## config.mk

```make
export PLATFORM = sky130hd
export DESIGN_NAME = i2c_master_transaction_sequencer
export DESIGN_NICKNAME = d
export VERILOG_FILES = /design/src/design/i2cseq_pkg.sv /design/src/design/i2c_master_transaction_sequencer.sv
export SDC_FILE = /design/constraint.sdc
export NUM_CORES = 1
export LEC_CHECK = 0
export BUFFER_PORTS_ARGS = -buffer_cell sky130_fd_sc_hd__buf_2
export CAP_MARGIN = 20
export CORE_UTILIZATION = 64
export CTS_BUF_LIST = sky130_fd_sc_hd__clkbuf_2 sky130_fd_sc_hd__clkbuf_4 sky130_fd_sc_hd__clkbuf_8
export CTS_CLUSTER_SIZE = 10
export DETAILED_ROUTE_END_ITERATION = 7
export PLACE_DENSITY = 0.92
export SKIP_CTS_REPAIR_TIMING = 1
export SYNTH_ARGS = -nofsm -noshare
export SYNTH_HDL_FRONTEND = slang
export SYNTH_SLANG_ARGS = --single-unit
```

## constraint.sdc

```tcl
create_clock -name clk -period 3.9 [get_ports clk]
set_input_delay 1.17 -clock clk [delete_from_list [all_inputs] [get_ports clk]]
set_output_delay 1.17 -clock clk [all_outputs]
set_load 0.05 [all_outputs]
```

## src/design/i2cseq_pkg.sv

```systemverilog
`default_nettype none

package i2cseq_pkg;

	// Default width of the start wait counter; the wait ends after 2**width polls.
	localparam int TIMEOUT_WIDTH_DEF = 16;

	// Word commands.
	localparam logic [1:0] CMD_BEGIN  = 2'd0;
	localparam logic [1:0] CMD_STATUS = 2'd1;
	localparam logic [1:0] CMD_TICK   = 2'd2;

	// Sequencer phases.
	localparam logic [2:0] PH_IDLE       = 3'd0;
	localparam logic [2:0] PH_WAIT_START = 3'd1;
	localparam logic [2:0] PH_WRITE      = 3'd2;
	localparam logic [2:0] PH_READ_SLA   = 3'd3;
	localparam logic [2:0] PH_READ_DATA  = 3'd4;

	// Engine status codes, divided by eight.
	localparam logic [4:0] ST_START     = 5'd1;
	localparam logic [4:0] ST_RSTART    = 5'd2;
	localparam logic [4:0] ST_SLAW_ACK  = 5'd3;
	localparam logic [4:0] ST_SLAW_NACK = 5'd4;
	localparam logic [4:0] ST_DATA_ACK  = 5'd5;
	localparam logic [4:0] ST_DATA_NACK = 5'd6;
	localparam logic [4:0] ST_ARB_LOST  = 5'd7;
	localparam logic [4:0] ST_SLAR_ACK  = 5'd8;
	localparam logic [4:0] ST_SLAR_NACK = 5'd9;
	localparam logic [4:0] ST_RX_ACK    = 5'd10;
	localparam logic [4:0] ST_RX_NACK   = 5'd11;

	// Engine actions.
	localparam logic [2:0] ACT_NONE       = 3'd0;
	localparam logic [2:0] ACT_START      = 3'd1;
	localparam logic [2:0] ACT_LOAD       = 3'd2;
	localparam logic [2:0] ACT_ACK        = 3'd3;
	localparam logic [2:0] ACT_NACK       = 3'd4;
	localparam logic [2:0] ACT_STOP       = 3'd5;
	localparam logic [2:0] ACT_STOP_START = 3'd6;
	localparam logic [2:0] ACT_CLEAR      = 3'd7;

	// Error codes.
	localparam logic [1:0] ERR_NONE    = 2'd0;
	localparam logic [1:0] ERR_BUS     = 2'd1;
	localparam logic [1:0] ERR_NACK    = 2'd2;
	localparam logic [1:0] ERR_BAD_LEN = 2'd3;

	// Largest number of internal address bytes.
	localparam logic [2:0] MAX_ADDR_BYTES = 3'd4;

endpackage

`default_nettype wire

```

## src/design/i2c_master_transaction_sequencer.sv

```systemverilog
// Sequences one I2C master transaction on top of a byte-level bus engine. A begin word
// latches direction, 7-bit device address, 0 to 4 internal address bytes (sent most
// significant first) and a payload count, and asks for a START. Every later status or poll
// word gets exactly one result word: the engine action, the byte to load, any received byte,
// and done, error and busy flags. A read with an internal address writes the address first,
// then issues STOP followed by a new START. The START wait ends with a bus error after
// 2**TIMEOUT_WIDTH polls without a status. The block takes one word per clock while
// item_stall is low; each word passes an input register and a result register. Holding
// res_stall high backs up into item_stall once both registers are full.
`default_nettype none

module i2c_master_transaction_sequencer
	import i2cseq_pkg::*;
#(
	parameter int TIMEOUT_WIDTH = TIMEOUT_WIDTH_DEF
) (
	input  wire logic        clk,
	input  wire logic        arst_n,
	// Input words.
	input  wire logic        item_valid,
	output logic             item_stall,
	input  wire logic [1:0]  cmd,
	input  wire logic        read_not_write,
	input  wire logic [6:0]  device_address,
	input  wire logic [31:0] internal_address,
	input  wire logic [2:0]  internal_address_bytes,
	input  wire logic [7:0]  byte_count,
	input  wire logic [4:0]  bus_status,
	input  wire logic [7:0]  bus_data,
	input  wire logic [7:0]  tx_byte,
	// Result words.
	output logic             res_valid,
	input  wire logic        res_stall,
	output logic [2:0]       action,
	output logic [7:0]       out_byte,
	output logic             tx_taken,
	output logic [7:0]       rx_byte,
	output logic             rx_valid,
	output logic             done_res,
	output logic [1:0]       error_code,
	output logic             busy_res
);

	// Input register.
	logic        valid_s1;
	logic [1:0]  cmd_s1;
	logic        rnw_s1;
	logic [6:0]  dev_s1;
	logic [31:0] iaddr_s1;
	logic [2:0]  nab_s1;
	logic [7:0]  cnt_s1;
	logic [4:0]  st_s1;
	logic [7:0]  data_s1;
	logic [7:0]  txb_s1;

	// Transaction state.
	logic [2:0]               phase_q;
	logic [6:0]               dev_q;
	logic [31:0]              iaddr_q;
	logic [2:0]               addr_left_q;
	logic [7:0]               pay_left_q;
	logic                     read_pend_q;
	logic [TIMEOUT_WIDTH-1:0] wait_q;

	// Next state and result.
	logic [2:0]               phase_d;
	logic [6:0]               dev_d;
	logic [31:0]              iaddr_d;
	logic [2:0]               addr_left_d;
	logic [7:0]               pay_left_d;
	logic                     read_pend_d;
	logic [TIMEOUT_WIDTH-1:0] wait_d;
	logic [2:0]               act_d;
	logic [7:0]               byte_d;
	logic                     taken_d;
	logic [7:0]               rx_d;
	logic                     rxv_d;
	logic                     done_d;
	logic [1:0]               err_d;

	logic       advance;
	logic       load_s1;
	logic [1:0] addr_sel;
	logic [7:0] addr_byte;
	logic [7:0] pay_dec;

	// The result register frees up when empty or when its word is taken.
	assign advance    = !res_valid || !res_stall;
	assign item_stall = valid_s1 && !advance;
	assign load_s1    = item_valid && !item_stall;

	always_ff @(posedge clk or negedge arst_n) begin
		if (!arst_n) begin
			valid_s1 <= 1'b0;
		end else if (!item_stall) begin
			valid_s1 <= item_valid;
		end
	end

	always_ff @(posedge clk) begin
		if (load_s1) begin
			cmd_s1   <= cmd;
			rnw_s1   <= read_not_write;
			dev_s1   <= device_address;
			iaddr_s1 <= internal_address;
			nab_s1   <= internal_address_bytes;
			cnt_s1   <= byte_count;
			st_s1    <= bus_status;
			data_s1  <= bus_data;
			txb_s1   <= tx_byte;
		end
	end

	// Internal address bytes go out most significant first.
	assign addr_sel = addr_left_q[1:0] - 2'd1;

	always_comb begin
		case (addr_sel)
			2'd0:    addr_byte = iaddr_q[7:0];
			2'd1:    addr_byte = iaddr_q[15:8];
			2'd2:    addr_byte = iaddr_q[23:16];
			default: addr_byte = iaddr_q[31:24];
		endcase
	end

	// Read count after one received byte, held at zero.
	assign pay_dec = (pay_left_q != 8'd0) ? pay_left_q - 8'd1 : 8'd0;

	// One decision per word.
	always_comb begin
		phase_d     = phase_q;
		dev_d       = dev_q;
		iaddr_d     = iaddr_q;
		addr_left_d = addr_left_q;
		pay_left_d  = pay_left_q;
		read_pend_d = read_pend_q;
		wait_d      = wait_q;
		act_d       = ACT_NONE;
		byte_d      = 8'd0;
		taken_d     = 1'b0;
		rx_d        = 8'd0;
		rxv_d       = 1'b0;
		done_d      = 1'b0;
		err_d       = ERR_NONE;

		case (cmd_s1)
			CMD_BEGIN: begin
				if (phase_q == PH_IDLE) begin
					if (nab_s1 > MAX_ADDR_BYTES || (rnw_s1 && cnt_s1 == 8'd0)) begin
						done_d = 1'b1;
						err_d  = ERR_BAD_LEN;
					end else begin
						dev_d       = dev_s1;
						iaddr_d     = iaddr_s1;
						addr_left_d = nab_s1;
						pay_left_d  = cnt_s1;
						read_pend_d = rnw_s1;
						wait_d      = '0;
						phase_d     = PH_WAIT_START;
						act_d       = ACT_START;
					end
				end
			end
			CMD_STATUS: begin
				case (phase_q)
					PH_WAIT_START: begin
						if (st_s1 == ST_START || st_s1 == ST_RSTART) begin
							act_d = ACT_LOAD;
							if (addr_left_q != 3'd0 || !read_pend_q) begin
								byte_d  = {dev_q, 1'b0};
								phase_d = PH_WRITE;
							end else begin
								byte_d  = {dev_q, 1'b1};
								phase_d = PH_READ_SLA;
							end
						end else begin
							act_d   = ACT_CLEAR;
							done_d  = 1'b1;
							err_d   = ERR_BUS;
							phase_d = PH_IDLE;
						end
					end
					PH_WRITE: begin
						if (st_s1 == ST_SLAW_ACK || st_s1 == ST_DATA_ACK) begin
							if (addr_left_q != 3'd0) begin
								act_d       = ACT_LOAD;
								byte_d      = addr_byte;
								addr_left_d = addr_left_q - 3'd1;
							end else if (read_pend_q) begin
								act_d   = ACT_STOP_START;
								wait_d  = '0;
								phase_d = PH_WAIT_START;
							end else if (pay_left_q != 8'd0) begin
								act_d      = ACT_LOAD;
								byte_d     = txb_s1;
								taken_d    = 1'b1;
								pay_left_d = pay_left_q - 8'd1;
							end else begin
								act_d   = ACT_STOP;
								done_d  = 1'b1;
								phase_d = PH_IDLE;
							end
						end else if (st_s1 == ST_SLAW_NACK || st_s1 == ST_DATA_NACK) begin
							act_d   = ACT_STOP;
							done_d  = 1'b1;
							err_d   = ERR_NACK;
							phase_d = PH_IDLE;
						end else begin
							act_d   = ACT_CLEAR;
							done_d  = 1'b1;
							err_d   = ERR_BUS;
							phase_d = PH_IDLE;
						end
					end
					PH_READ_SLA: begin
						if (st_s1 == ST_SLAR_ACK) begin
							act_d   = (pay_left_q == 8'd1) ? ACT_NACK : ACT_ACK;
							phase_d = PH_READ_DATA;
						end else if (st_s1 == ST_SLAR_NACK) begin
							act_d   = ACT_STOP;
							done_d  = 1'b1;
							err_d   = ERR_NACK;
							phase_d = PH_IDLE;
						end else begin
							act_d   = ACT_CLEAR;
							done_d  = 1'b1;
							err_d   = ERR_BUS;
							phase_d = PH_IDLE;
						end
					end
					PH_READ_DATA: begin
						if (st_s1 == ST_RX_ACK || st_s1 == ST_RX_NACK) begin
							rx_d       = data_s1;
							rxv_d      = 1'b1;
							pay_left_d = pay_dec;
							if (st_s1 == ST_RX_NACK || pay_dec == 8'd0) begin
								act_d   = ACT_STOP;
								done_d  = 1'b1;
								phase_d = PH_IDLE;
							end else begin
								act_d = (pay_dec == 8'd1) ? ACT_NACK : ACT_ACK;
							end
						end else begin
							act_d   = ACT_CLEAR;
							done_d  = 1'b1;
							err_d   = ERR_BUS;
							phase_d = PH_IDLE;
						end
					end
					default: begin
						act_d = ACT_NONE;
					end
				endcase
			end
			CMD_TICK: begin
				// The poll that would carry the counter past its top ends the wait.
				if (phase_q == PH_WAIT_START) begin
					if (&wait_q) begin
						wait_d  = '0;
						done_d  = 1'b1;
						err_d   = ERR_BUS;
						phase_d = PH_IDLE;
					end else begin
						wait_d = wait_q + 1'b1;
					end
				end
			end
			default: begin
				act_d = ACT_NONE;
			end
		endcase
	end

	// State update, once for each word that moves into the result register.
	always_ff @(posedge clk or negedge arst_n) begin
		if (!arst_n) begin
			phase_q     <= PH_IDLE;
			dev_q       <= 7'd0;
			iaddr_q     <= 32'd0;
			addr_left_q <= 3'd0;
			pay_left_q  <= 8'd0;
			read_pend_q <= 1'b0;
			wait_q      <= '0;
		end else if (valid_s1 && advance) begin
			phase_q     <= phase_d;
			dev_q       <= dev_d;
			iaddr_q     <= iaddr_d;
			addr_left_q <= addr_left_d;
			pay_left_q  <= pay_left_d;
			read_pend_q <= read_pend_d;
			wait_q      <= wait_d;
		end
	end

	// Result register.
	always_ff @(posedge clk or negedge arst_n) begin
		if (!arst_n) begin
			res_valid <= 1'b0;
		end else if (advance) begin
			res_valid <= valid_s1;
		end
	end

	always_ff @(posedge clk) begin
		if (valid_s1 && advance) begin
			action     <= act_d;
			out_byte   <= byte_d;
			tx_taken   <= taken_d;
			rx_byte    <= rx_d;
			rx_valid   <= rxv_d;
			done_res   <= done_d;
			error_code <= err_d;
			busy_res   <= (phase_d != PH_IDLE);
		end
	end

	// An error is only reported on the word that ends a transaction.
	assert property (@(posedge clk) disable iff (!arst_n)
		res_valid |-> (error_code == ERR_NONE || done_res))
		else $error("error code without done");

	// A finished word reports busy exactly as the state it left behind.
	assert property (@(posedge clk) disable iff (!arst_n)
		(valid_s1 && advance) |=> (busy_res == (phase_q != PH_IDLE)))
		else $error("busy flag disagrees with phase");

	// A payload byte is consumed only by a byte load.
	assert property (@(posedge clk) disable iff (!arst_n)
		(res_valid && tx_taken) |-> (action == ACT_LOAD))
		else $error("tx byte taken without load");

	// A received byte comes with an acknowledge choice or a stop.
	assert property (@(posedge clk) disable iff (!arst_n)
		(res_valid && rx_valid) |->
			(action == ACT_ACK || action == ACT_NACK || action == ACT_STOP))
		else $error("received byte with wrong action");

endmodule

`default_nettype wire
```

==> metrics <==
outcome complete, but fails checks; violated checks design-rule violations; FP Rows 39; Ys Warns 0; largest net degree at the start of global routing 75; antenna violations before repair 0; Design Area, Final 0.008708 mm2; clk_lat worst skew 0.47 ns; CTS Root Cell clkbuf_8; nets 790; Power Total 3.516 mW; Worst R2R End wait_q[4]; Non-Filler Instances 859; total track usage 28.73%; Gate Count Post-Synth 599; startpoint types input pin; Fin Hold WS 0.4781 ns; number of max-cap violations 0; EDFF count, synth 99; die height 111.5 um; I/O Buffers 104; dpl cell area 0.008324 mm2; Core Box Area 0.01156 mm2; most frequent cells in the layout 104 x buf_2, 99 x edfxtp_1, 72 x dfrtp_1; asr flop ratio synth 42.11%; vias post-DR 5472; crit end category flop; Mapped Avg Cell Area 12.80 um2; DRT iter0 DRCs 535; Clock Sinks 171; CTS tree yes; r2r setup slk 1.02 ns; worst slew pin tran 1.007 ns; Routability Congestion 0.8828; CTS H-Tree Depth 4; Worst Path Required 4.27 ns; CP Max Fanout 21; first-pass GRT wire length 27170 um; Vias/cell 6.370; vias in the first global route 5343; Starting Density 66.32%; most common cell after layout, fill and taps aside buf_2; Post-Syn Nets 686; Worst Hold Depth 1; reg2reg start phase_q[0]; Setup CP Type input pin to flop; post-synthesis sequential area ratio 62.25%; CTS Buffer Depth 2; Cell variety after synth 74; RSZ-0062 raised after global routing no; Post-Syn Area 0.007670 mm2; share of cells above drive strength 1 30.03%; Final Skew 0.01565 ns; maximum VDD drop 0.0004437 V; final hold vios 0; Die ar. 0.01243 mm2; Pwr Density 403.7 mW/mm2; worst hold path type flop to flop; Placed Cells incl. Taps 826; Setup-failing EPs final 0; # DRC 6; Detail Route Antenna Nets 0; Leakage 3.579 nW; setup TNS 0 ns; Crit path arrival time 3.26 ns; diodes inserted 0; Final Max Slew Viols 0; Slew Limit Headroom 32.88%; Tcrit/Tclk final 74.30%; Detailed Place HPWL 11480 um; Final Critical Period 2.898 ns; Reg2Reg Depth 5; CTS clk-pin slew, worst paths 0.09 ns; synth-to-layout area growth 13.54%; hold endpoint wait_q[14]; TritonRoute pass-1 iters 8; CTS Buf Count 17; Die X 111.5 um; HP Start wait_q[14]; number of placed I/O pins 105; wirelength, routed 16850 um; flops & latches, synth 171; gr ovfl total 0; DR WL/cell 19.61 um; maximum clock frequency 0.3451 GHz; commonest register cell after synthesis edfxtp_1
==> stage by stage <==
stage / setup slack (ns) / utilization, %
floorplan: 0.4373 / -
global placement: 0.7434 / 71.98
detailed placement: 0.5858 / 71.98
CTS: 1.033 / 75.13
global route: 0.8144 / 75.30
finish: 1.002 / 75.30
==> cell type report <==
| class | instances | area (um2) |
|---|---|---|
| sequential | 171 | 4775 |
| fill | 741 | 2856 |
| multi-input combinational | 381 | 2706 |
| timing repair buffer | 113 | 613.1 |
| clock buffer | 20 | 262.8 |
| tap | 143 | 178.9 |
| clock inverter | 12 | 101.3 |
| inverter | 19 | 71.32 |
==> cells by family after synthesis <==
logic type | after synthesis | synth area share (%)
xor+xnor | 2 | 0.2284
mux | 51 | 7.439
fa+ha+maj | 9 | 1.468
flops | 171 | 62.25
simple gates | 167 | 12.37
compound gates | 152 | 13.75
buf+inv | 47 | 2.496
==> registers in the layout, indices dropped and copies added, names as in the netlist, 2 cells and up <==
| register | cells |
|---|---|
| phase_q | 3 |
| dev_s1 | 7 |
| out_byte | 8 |
| error_code | 2 |
| dev_q | 7 |
| st_s1 | 5 |
| txb_s1 | 8 |
| wait_q | 16 |
| nab_s1 | 3 |
| pay_left_q | 8 |
| addr_left_q | 3 |
| cmd_s1 | 2 |
| data_s1 | 8 |
| action | 3 |
| rx_byte | 8 |
| cnt_s1 | 8 |
| iaddr_q | 32 |
| iaddr_s1 | 32 |
==> Yosys cell counts (all sizes together) (6+ instances only) <==
| cell | count | area share, % |
|---|---|---|
| edfxtp | 99 | 39 |
| dfrtp | 72 | 23 |
| mux2 | 48 | 7.0 |
| o21ai | 40 | 2.6 |
| nand2 | 30 | 1.5 |
| nor2 | 27 | 1.3 |
| a21oi | 25 | 1.6 |
| clkbuf | 23 | 1.1 |
| inv | 19 | 0.93 |
| nand3 | 17 | 1.1 |
| nand2b | 14 | 1.1 |
| and2 | 12 | 0.98 |
| a22oi | 11 | 1.1 |
| nor4 | 11 | 0.98 |
| ha | 9 | 1.5 |
| nor3 | 9 | 0.59 |
| a222oi | 8 | 1.0 |
| a31oi | 8 | 0.65 |
| nor3b | 7 | 0.82 |
| nand4 | 6 | 0.49 |
| o31ai | 6 | 0.65 |
| or4 | 6 | 0.64 |
==> worst max-delay path: stages <==
cell      delay (ns)
buf_2           0.10
nand2_1         0.07
nand2_1         0.29
inv_1           0.43
o221ai_2        0.45
nand2b_1        0.44
o31ai_1         0.31
==> how the worst max path moves through the flow <==
stage / start / endpoint / slack [ns]
floorplan: res_stall / cmd_s1[0] / 0.44
global placement: res_stall / wait_q[3] / 0.74
detailed placement: res_stall / wait_q[4] / 0.59
CTS: res_stall / item_stall / 1.03
global route: res_stall / wait_q[4] / 0.81
finish: res_stall / wait_q[4] / 1.00
==> power breakdown <==
| group | internal [mW] | leakage [nW] | switching, mW |
|---|---|---|---|
| clock network | 0.490 | 0.190 | 0.664 |
| registers | 2.01 | 1.90 | 0.0566 |
| logic | 0.0941 | 1.48 | 0.198 |
| total | 2.60 | 3.58 | 0.918 |
==> per-layer routing <==
| metal | vias up | GRT usage [%] | wire length (um) |
|---|---|---|---|
| li1 | 2530 | - | - |
| met3 | 28 | 6.750 | 1108 |
| met5 | - | 0 | 0 |
| met2 | 245 | 45.96 | 8224 |
| met4 | 0 | 10.72 | 295 |
| met1 | 2669 | 38.79 | 7218 |
No activity file was read; power rests on OpenSTA's default activity.
